**config.mk**
```make
export PLATFORM = sky130hd
export DESIGN_NAME = ascii_sensor_frame_parser
export DESIGN_NICKNAME = d
export VERILOG_FILES = /design/src/rtl/core/asfp_pkg.sv /design/src/rtl/core/asfp_front.sv /design/src/rtl/core/asfp_frame_queue.sv /design/src/rtl/core/asfp_back.sv /design/src/rtl/core/ascii_sensor_frame_parser.sv
export SDC_FILE = /design/constraint.sdc
export NUM_CORES = 2
export LEC_CHECK = 0
export BUFFER_PORTS_ARGS = -buffer_cell sky130_fd_sc_hd__buf_4
export CAP_MARGIN = 20
export CORE_MARGIN = 2
export CORE_UTILIZATION = 40
export CTS_CLUSTER_DIAMETER = 60
export DETAILED_ROUTE_END_ITERATION = 7
export SLEW_MARGIN = 40
export SYNTH_ARGS = -nofsm -noshare
export SYNTH_HDL_FRONTEND = slang
export SYNTH_SLANG_ARGS = --single-unit
```
**constraint.sdc**
```tcl
create_clock -name clk -period 23.1 [get_ports clk]
set_input_delay 2.31 -clock clk [delete_from_list [all_inputs] [get_ports clk]]
set_output_delay 2.31 -clock clk [all_outputs]
set_load 0.02 [all_outputs]
```
**src/rtl/core/asfp_pkg.sv**
```systemverilog
// Shared types and constants for the ASCII sensor frame parser.
// Used by the front end, the frame queue, the back end and the top level.
// No dependencies.
package asfp_pkg;

  // Depth of the frame buffer; write_index saturates here.
  localparam int BUFFER_DEPTH = 40;
  localparam int IDX_W        = $clog2(BUFFER_DEPTH + 1);

  // Only the first NUM_POS byte positions are ever looked at by classification.
  localparam int NUM_POS    = 15;
  localparam int NUM_DIGITS = 8;
  localparam int VALUE_W    = 33;

  // Frame positions of the digits, lowest index is the most significant digit.
  localparam int DIGIT_POS [NUM_DIGITS] = '{6, 7, 8, 9, 10, 11, 13, 14};

  localparam logic [7:0] CH_START = 8'h24;  // '$'
  localparam logic [7:0] CH_END   = 8'h2A;  // '*'
  localparam logic [7:0] CH_ZERO  = 8'h30;  // '0'
  localparam logic [7:0] CH_ONE   = 8'h31;  // '1'
  localparam logic [7:0] CH_TWO   = 8'h32;  // '2'
  localparam logic [7:0] CH_LOW_T = 8'h74;  // 't'
  localparam logic [7:0] CH_LOW_R = 8'h72;  // 'r'
  localparam logic [7:0] CH_LOW_H = 8'h68;  // 'h'
  localparam logic [7:0] CH_LOW_G = 8'h67;  // 'g'
  localparam logic [7:0] CH_UP_C  = 8'h43;  // 'C'

  typedef enum logic [2:0] {
    KIND_TEMP1   = 3'd0,
    KIND_PRES1   = 3'd1,
    KIND_HUMI1   = 3'd2,
    KIND_GAS_RES = 3'd3,
    KIND_HUMI2   = 3'd4,
    KIND_TEMP2   = 3'd5,
    KIND_CO2     = 3'd6,
    KIND_GAS1    = 3'd7
  } kind_t;

  // A classified frame on its way from the front end to the back end.
  typedef struct packed {
    kind_t                     kind;
    logic [NUM_DIGITS-1:0][7:0] digit;
  } frame_rec_t;

endpackage

```
**src/rtl/core/asfp_front.sv**
```systemverilog
// Front end of the ASCII sensor frame parser: byte capture, frame buffer and
// classification of a finished frame. Depends on asfp_pkg.
module asfp_front import asfp_pkg::*; (
  input  logic       clk,
  input  logic       rst,
  input  logic       push,
  input  logic [7:0] rx_byte,
  output logic       full,
  input  logic       fq_full,
  output logic       rec_push,
  output frame_rec_t rec
);

  logic             capture_on;
  logic [IDX_W-1:0] write_index;
  logic [7:0]       frame_byte [NUM_POS];

  logic       accept;
  logic       capture_now;
  logic       store;
  logic       is_end;
  logic       hit;
  kind_t      kind;
  logic [7:0] view [NUM_POS];

  assign full        = fq_full;
  assign accept      = push && !full;
  assign capture_now = capture_on || (rx_byte == CH_START);
  assign store       = capture_now && (write_index < IDX_W'(BUFFER_DEPTH));
  assign is_end      = rx_byte == CH_END;

  // The buffer as it stands once this byte has been written, so that a
  // closing '*' that lands on a tracked position is seen by classification.
  always_comb begin
    for (int p = 0; p < NUM_POS; p++) begin
      view[p] = (store && (write_index == IDX_W'(p))) ? rx_byte : frame_byte[p];
    end
  end

  always_comb begin
    hit  = 1'b1;
    kind = KIND_TEMP1;
    if (view[1] == CH_LOW_T && view[5] == CH_ONE) begin
      kind = KIND_TEMP1;
    end else if (view[2] == CH_LOW_R && view[5] == CH_ONE) begin
      kind = KIND_PRES1;
    end else if (view[1] == CH_LOW_H && view[5] == CH_ONE) begin
      kind = KIND_HUMI1;
    end else if (view[1] == CH_LOW_G) begin
      kind = KIND_GAS_RES;
    end else if (view[1] == CH_LOW_H && view[5] == CH_TWO) begin
      kind = KIND_HUMI2;
    end else if (view[1] == CH_LOW_T && view[5] == CH_TWO) begin
      kind = KIND_TEMP2;
    end else if (view[1] == CH_UP_C) begin
      kind = KIND_CO2;
    end else if (view[2] == CH_LOW_G && view[5] == CH_ONE) begin
      kind = KIND_GAS1;
    end else begin
      hit = 1'b0;
    end
  end

  always_comb begin
    rec.kind = kind;
    for (int j = 0; j < NUM_DIGITS; j++) begin
      rec.digit[j] = view[DIGIT_POS[j]];
    end
  end

  // Frames that match no kind never leave the front end.
  assign rec_push = accept && capture_now && is_end && hit;

  always_ff @(posedge clk) begin
    if (rst) begin
      capture_on  <= 1'b0;
      write_index <= '0;
      for (int p = 0; p < NUM_POS; p++) begin
        frame_byte[p] <= '0;
      end
    end else if (accept) begin
      if (!capture_now) begin
        write_index <= '0;
      end else begin
        frame_byte <= view;
        if (is_end) begin
          capture_on  <= 1'b0;
          write_index <= '0;
        end else begin
          capture_on <= 1'b1;
          if (store) begin
            write_index <= write_index + IDX_W'(1);
          end
        end
      end
    end
  end

endmodule

```
**src/rtl/core/asfp_frame_queue.sv**
```systemverilog
// Two-entry queue of classified frames between the front and back ends.
// Depends on asfp_pkg.
module asfp_frame_queue import asfp_pkg::*; (
  input  logic       clk,
  input  logic       rst,
  input  logic       push,
  input  frame_rec_t push_rec,
  output logic       full,
  input  logic       pop,
  output logic       empty,
  output frame_rec_t pop_rec
);

  frame_rec_t slot [2];
  logic       wr_ptr;
  logic       rd_ptr;
  logic [1:0] count;
  logic       do_push;
  logic       do_pop;

  assign full    = count == 2'd2;
  assign empty   = count == 2'd0;
  assign do_push = push && !full;
  assign do_pop  = pop && !empty;
  assign pop_rec = slot[rd_ptr];

  always_ff @(posedge clk) begin
    if (do_push) begin
      slot[wr_ptr] <= push_rec;
    end
  end

  always_ff @(posedge clk) begin
    if (rst) begin
      wr_ptr <= 1'b0;
      rd_ptr <= 1'b0;
      count  <= '0;
    end else begin
      if (do_push) begin
        wr_ptr <= !wr_ptr;
      end
      if (do_pop) begin
        rd_ptr <= !rd_ptr;
      end
      case ({do_push, do_pop})
        2'b10:   count <= count + 2'd1;
        2'b01:   count <= count - 2'd1;
        default: count <= count;
      endcase
    end
  end

endmodule

```
**src/rtl/core/asfp_back.sv**
```systemverilog
// Back end of the ASCII sensor frame parser: digit weighting, a two-level
// adder pipeline and the two-entry result queue. Depends on asfp_pkg.
module asfp_back import asfp_pkg::*; (
  input  logic                      clk,
  input  logic                      rst,
  input  logic                      fq_empty,
  input  frame_rec_t                fq_rec,
  output logic                      fq_pop,
  output logic                      empty,
  input  logic                      pop,
  output logic [2:0]                record_kind,
  output logic signed [VALUE_W-1:0] value_hundredths
);

  typedef enum logic [1:0] {
    FMT_SMALL_FRAC = 2'd0,
    FMT_LARGE_FRAC = 2'd1,
    FMT_SMALL_INT  = 2'd2,
    FMT_LARGE_INT  = 2'd3
  } fmt_t;

  localparam int WEIGHT_W = 24;

  // Digit weights per layout, in the order of DIGIT_POS.
  localparam logic [WEIGHT_W-1:0] WEIGHT [4][NUM_DIGITS] = '{
    '{24'd10000, 24'd1000, 24'd100, 24'd0, 24'd10, 24'd1, 24'd0, 24'd0},
    '{24'd10000000, 24'd1000000, 24'd100000, 24'd10000,
      24'd1000, 24'd100, 24'd10, 24'd1},
    '{24'd10000, 24'd1000, 24'd100, 24'd0, 24'd0, 24'd0, 24'd0, 24'd0},
    '{24'd10000000, 24'd1000000, 24'd100000, 24'd10000,
      24'd1000, 24'd100, 24'd0, 24'd0}
  };

  function automatic fmt_t fmt_of(kind_t k);
    fmt_t f;
    case (k)
      KIND_TEMP1, KIND_HUMI1:   f = FMT_SMALL_FRAC;
      KIND_PRES1, KIND_GAS_RES: f = FMT_LARGE_FRAC;
      KIND_HUMI2, KIND_TEMP2:   f = FMT_SMALL_INT;
      KIND_CO2, KIND_GAS1:      f = FMT_LARGE_INT;
      default:                  f = FMT_SMALL_FRAC;
    endcase
    return f;
  endfunction

  fmt_t                      fmt;
  logic signed [8:0]         dig [NUM_DIGITS];
  logic signed [VALUE_W-1:0] dx [NUM_DIGITS];
  logic signed [VALUE_W-1:0] term [NUM_DIGITS];

  logic                      s1_valid;
  kind_t                     s1_kind;
  logic signed [VALUE_W-1:0] s1_term [NUM_DIGITS];
  logic                      s1_ready;

  logic                      s2_valid;
  kind_t                     s2_kind;
  logic signed [VALUE_W-1:0] s2_sum_a;
  logic signed [VALUE_W-1:0] s2_sum_b;
  logic                      s2_ready;

  kind_t                     oq_kind [2];
  logic signed [VALUE_W-1:0] oq_value [2];
  logic                      oq_wr;
  logic                      oq_rd;
  logic [1:0]                oq_count;
  logic                      oq_full;
  logic                      oq_push;
  logic                      oq_pop;

  // Each layout gets its own constant multiplier; the layout only selects.
  always_comb begin
    fmt = fmt_of(fq_rec.kind);
    for (int j = 0; j < NUM_DIGITS; j++) begin
      dig[j] = $signed({1'b0, fq_rec.digit[j]}) - $signed({1'b0, CH_ZERO});
      dx[j]  = {{(VALUE_W - 9){dig[j][8]}}, dig[j]};
      case (fmt)
        FMT_SMALL_FRAC:
          term[j] = dx[j] * $signed({{(VALUE_W - WEIGHT_W){1'b0}},
                                     WEIGHT[FMT_SMALL_FRAC][j]});
        FMT_LARGE_FRAC:
          term[j] = dx[j] * $signed({{(VALUE_W - WEIGHT_W){1'b0}},
                                     WEIGHT[FMT_LARGE_FRAC][j]});
        FMT_SMALL_INT:
          term[j] = dx[j] * $signed({{(VALUE_W - WEIGHT_W){1'b0}},
                                     WEIGHT[FMT_SMALL_INT][j]});
        FMT_LARGE_INT:
          term[j] = dx[j] * $signed({{(VALUE_W - WEIGHT_W){1'b0}},
                                     WEIGHT[FMT_LARGE_INT][j]});
        default: term[j] = '0;
      endcase
    end
  end

  assign oq_full  = oq_count == 2'd2;
  assign empty    = oq_count == 2'd0;
  assign oq_push  = s2_valid && !oq_full;
  assign oq_pop   = pop && !empty;
  assign s2_ready = !s2_valid || !oq_full;
  assign s1_ready = !s1_valid || s2_ready;
  assign fq_pop   = !fq_empty && s1_ready;

  assign record_kind      = oq_kind[oq_rd];
  assign value_hundredths = oq_value[oq_rd];

  always_ff @(posedge clk) begin
    if (fq_pop) begin
      s1_kind <= fq_rec.kind;
      s1_term <= term;
    end
    if (s1_valid && s2_ready) begin
      s2_kind  <= s1_kind;
      s2_sum_a <= s1_term[0] + s1_term[1] + s1_term[2] + s1_term[3];
      s2_sum_b <= s1_term[4] + s1_term[5] + s1_term[6] + s1_term[7];
    end
    if (oq_push) begin
      oq_kind[oq_wr]  <= s2_kind;
      oq_value[oq_wr] <= s2_sum_a + s2_sum_b;
    end
  end

  always_ff @(posedge clk) begin
    if (rst) begin
      s1_valid <= 1'b0;
      s2_valid <= 1'b0;
      oq_wr    <= 1'b0;
      oq_rd    <= 1'b0;
      oq_count <= '0;
    end else begin
      if (s1_ready) begin
        s1_valid <= !fq_empty;
      end
      if (s2_ready) begin
        s2_valid <= s1_valid;
      end
      if (oq_push) begin
        oq_wr <= !oq_wr;
      end
      if (oq_pop) begin
        oq_rd <= !oq_rd;
      end
      case ({oq_push, oq_pop})
        2'b10:   oq_count <= oq_count + 2'd1;
        2'b01:   oq_count <= oq_count - 2'd1;
        default: oq_count <= oq_count;
      endcase
    end
  end

endmodule

```
**src/rtl/core/ascii_sensor_frame_parser.sv**
```systemverilog
// Top level of the ASCII sensor frame parser: front end, frame queue and
// back end. Depends on asfp_pkg, asfp_front, asfp_frame_queue and asfp_back.
//
//   Channel   Handshake         Payload
//   bytes in  push / full       rx_byte[7:0]
//   results   pop / empty       record_kind[2:0], value_hundredths[32:0]
//
// One byte is taken per cycle while full is low. A closing '*' that
// completes a recognized frame reaches the results through the frame
// queue, weighting stage, adder stage and result queue. Reset clears
// capture state, the frame buffer and both queues. full rises only when the
// two-entry frame queue is full, which happens only when results back up.
module ascii_sensor_frame_parser import asfp_pkg::*; (
  input  logic                      clk,
  input  logic                      rst,
  input  logic                      push,
  output logic                      full,
  input  logic [7:0]                rx_byte,
  output logic                      empty,
  input  logic                      pop,
  output logic [2:0]                record_kind,
  output logic signed [VALUE_W-1:0] value_hundredths
);

  logic       fq_full;
  logic       fq_empty;
  logic       fq_push;
  logic       fq_pop;
  frame_rec_t front_rec;
  frame_rec_t queue_rec;

  asfp_front u_front (
    .clk      (clk),
    .rst      (rst),
    .push     (push),
    .rx_byte  (rx_byte),
    .full     (full),
    .fq_full  (fq_full),
    .rec_push (fq_push),
    .rec      (front_rec)
  );

  asfp_frame_queue u_frame_queue (
    .clk      (clk),
    .rst      (rst),
    .push     (fq_push),
    .push_rec (front_rec),
    .full     (fq_full),
    .pop      (fq_pop),
    .empty    (fq_empty),
    .pop_rec  (queue_rec)
  );

  asfp_back u_back (
    .clk              (clk),
    .rst              (rst),
    .fq_empty         (fq_empty),
    .fq_rec           (queue_rec),
    .fq_pop           (fq_pop),
    .empty            (empty),
    .pop              (pop),
    .record_kind      (record_kind),
    .value_hundredths (value_hundredths)
  );

endmodule

```
==> impl_metrics.toml <==
[timing]
max_slew_margin = 0.436
setup_tns_ps = 0
setup_viol = 0
hold_slack_ps = 418
maxSlewViolCount = 0
fmax_mhz = 129
fin_crit_sh = 0.337
fin_skew_ps = 40.8
worstMarginPinSlew_ps = 843
fin_crit_ps = 7770
rsz0062_at_grt = "false"
hold_viol_final = 0

[placement]
globalplace.congestion = 0.850
portBuffers = 49
dp_cells = 4913
detailed_place_hpwl_um = 68100
placed_area_um2 = 42400

[detailed_routing]
first_pass_iters = 5
wl_per_cell_um = 17.8
postRouteAntennaNets = 0
drt_iter0_drc = 1607
drc = 0
vias = 25700
finalWirelength_um = 89700
avgViaCountPerCell = 5.11

[power]
p_int_w = 0.00164
switching_power_w = 0.000425
p_per_area_nw_per_um2 = 46.2
comb_power_share = 0.008
swShare = 0.206
ir_drop_mv = 0.0643
p_clk_frac = 0.487
p_leak_nw = 18.7
pwr-share-seq = 0.505

[setup_path]
cp-start-kind = "flip-flop"
cp-end-kind = "flip-flop"
cp_data_arrival_time_ps = 8260
critPathMaxStageDelay_ps = 590
path_class = "flip-flop to flip-flop"
crit_path_frequent_cell = "ha_1"
worst-path-buf-inv = 6
cpMaxStageDelayCell = "xnor2_1"
crit_family = "adder cells"
path_max_fanout = 35
critPathRequiredTime_ps = 23580
path_cells = "buf_4, buf_4, mux2i_2, inv_1, ha_1, xnor2_1, inv_1, ha_1, ha_1, inv_1, fa_1, fa_1, inv_1, ha_1, ha_1, a21oi_1, o31ai_2, a31oi_2, o21bai_1, a221o_1, a2111o_1, nand3_1"

[synthesis]
yosysSeqAreaShare = 0.376
syn-cell-area_um2 = 40400
synth_cells = 3621
syn-num-nets = 4453
synthArstFlopShare = 0
synth_cell_types = 81
synth_edf_count = 435
avgSynthCellArea_um2 = 11.2
ys_ff_latch = 542
yosys_warnings = 0
synth-main-ff-cell = "edfxtp_1"

[finish]
final_cells = 5029
multi_input_area_um2 = 23400
drive_above_1_share = 0.0909
layout_common_cells = "ha_1 (556), inv_1 (437), edfxtp_1 (435), nor2_1 (327), fa_1 (264)"
antenna_cells = 0
n_fill_cell = 9235
design_area_um2 = 44600
seq_area_um2 = 15200
final_common_cell = "ha_1"
syn2layout_area_growth_pct = 10.3
final_nets = 4512

[cts]
post_cts_buffers = 0
cts_root_buf = "clkbuf_16"
cts_hold_buf = 0
cts.clk_slew.worst_paths_ps = 60
clock_latency_ps = 660
cts_buffers = 61
post_cts_resized = 0
clockBufferDepth = 3
cts_sinks = 542
cts_tree = "done"
cts_htree_levels = 2

[global_route]
grt_max_degree = 152
grt_pass1_vias = 25700
track_usage = 0.175
grt_pass1_wl_um = 142000
antenna_found_initial = 1
grt_overflow = 0

[die]
core_area_um2 = 100000
num_rows = 116
die-height_um = 322
die-area_um2 = 104000
start_util = 0.404
die_width_um = 322
io_pins = 50

[worst_hold_path]
min_path_type = "flip-flop to flip-flop"

[outcome]
status = "complete, no violations"

[run]
maxCapViolCount = 0
-- path summary, 6_finish.rpt --
check | startpoint | endpoint | slack, ps | depth (start not counted)
worst max-delay path | flip-flop | u_back.s1_term[229] | 15330 | 22
worst min-delay path | u_back.s1_kind[2] | u_back.s2_kind[2] | 420 | 0
worst max register to register | flip-flop | u_back.s1_term[229] | 15330 | 22
worst min register to register | u_back.s1_kind[2] | u_back.s2_kind[2] | 420 | 0
-- kinds of logic (layout without fill, tap and decap cells) --
logic type,count (synthesis),in the layout,synth area share
other,1,1,0.0000927
xor gates and xnor gates,219,219,0.0474
DFF,542,542,0.376
AOI/OAI and AO/OA,552,552,0.0867
adders and majority gates,820,820,0.303
muxes,191,191,0.0509
buffers and inverters,519,629,0.0487
and+or+nand+nor,777,777,0.0873
-- registers in the layout, indices dropped and copies added (netlist names), 2 cells and up, named ones only --
register             count
u_back.s2_kind           3
u_back.s1_kind           3
u_front.write_index      6
u_back.s2_sum_b         33
u_back.oq_kind           6
u_frame_queue.count      2
u_back.s1_term         159
u_frame_queue.slot     134
u_back.oq_value         66
u_back.oq_count          2
u_back.s2_sum_a         31
u_front.frame_byte      88
-- final cells by class --
cell class,count,area share
clock buffers,85,0.0385
clock inverters,29,0.00850
inverters,437,0.0368
multi-input cells,2560,0.524
flip-flops and latches,542,0.341
well taps,1298,0.0364
repair buffers,78,0.0144
-- through the flow --
| step | util | power, W | worst slack (ps) |
|---|---|---|---|
| floorplan | - | 0.00107 | 12860 |
| global placement | 0.423 | 0.00108 | 15150 |
| detailed placement | 0.424 | 0.00108 | 15300 |
| CTS | 0.445 | 0.00208 | 15240 |
| global route | 0.445 | 0.00212 | 14730 |
| finish | 0.445 | 0.00206 | 15330 |
-- per-layer routing --
layer | global-route usage | vias to the layer above | share of wire
li1 | - | 12700 | -
met1 | 0.254 | 12500 | 0.49
met2 | 0.280 | 401 | 0.45
met3 | 0.0201 | 96 | 0.039
met4 | 0.0402 | 0 | 0.020
met5 | 0 | - | 0
-- synthesized netlist by cell type, types with 5 or more instances --
library cell  instances  area share
nor3_1               88       0.011
mux2_2              116       0.032
o22ai_1               7      0.0011
o21ai_0             126       0.016
nand2b_1             17      0.0026
a21o_1               63       0.012
a211o_1               6      0.0013
buf_1                16      0.0015
buf_2                15      0.0019
clkbuf_1             50      0.0046
a21oi_1             189       0.023
nor2b_1              38      0.0059
nand4_1               9      0.0014
xnor2_1             133       0.029
fa_1                264        0.13
and2_1               17      0.0026
a31oi_1              11      0.0017
o31ai_1              10      0.0019
nand2_1             174       0.016
or2_2                 8      0.0012
mux2i_1              75       0.019
o21bai_1             35      0.0065
nor2_1              332       0.031
edfxtp_1            435        0.32
a211oi_1             17      0.0032
inv_1               437       0.041
a22oi_1               5     0.00093
a21boi_0              5     0.00093
nand3_1              27      0.0033
o41ai_1              18      0.0039
xor2_1               86       0.019
or3_1                17      0.0026
o21a_1               18      0.0033
and3_1               18      0.0028
dfxtp_1             107       0.053
ha_1                556        0.17
-- power groups by stage --
stage | clock [W] | combinational [W] | sequential, W
after CTS | 0.00103 | 0.0000168 | 0.00104
after global routing | 0.00107 | 0.0000180 | 0.00104
after global placement | 0 | 0.0000168 | 0.00106
final | 0.00100 | 0.0000165 | 0.00104
after floorplan | 0 | 0.00000873 | 0.00106
after detailed placement | 0 | 0.0000168 | 0.00106
Note: power is estimated with default switching activity, not from simulation.
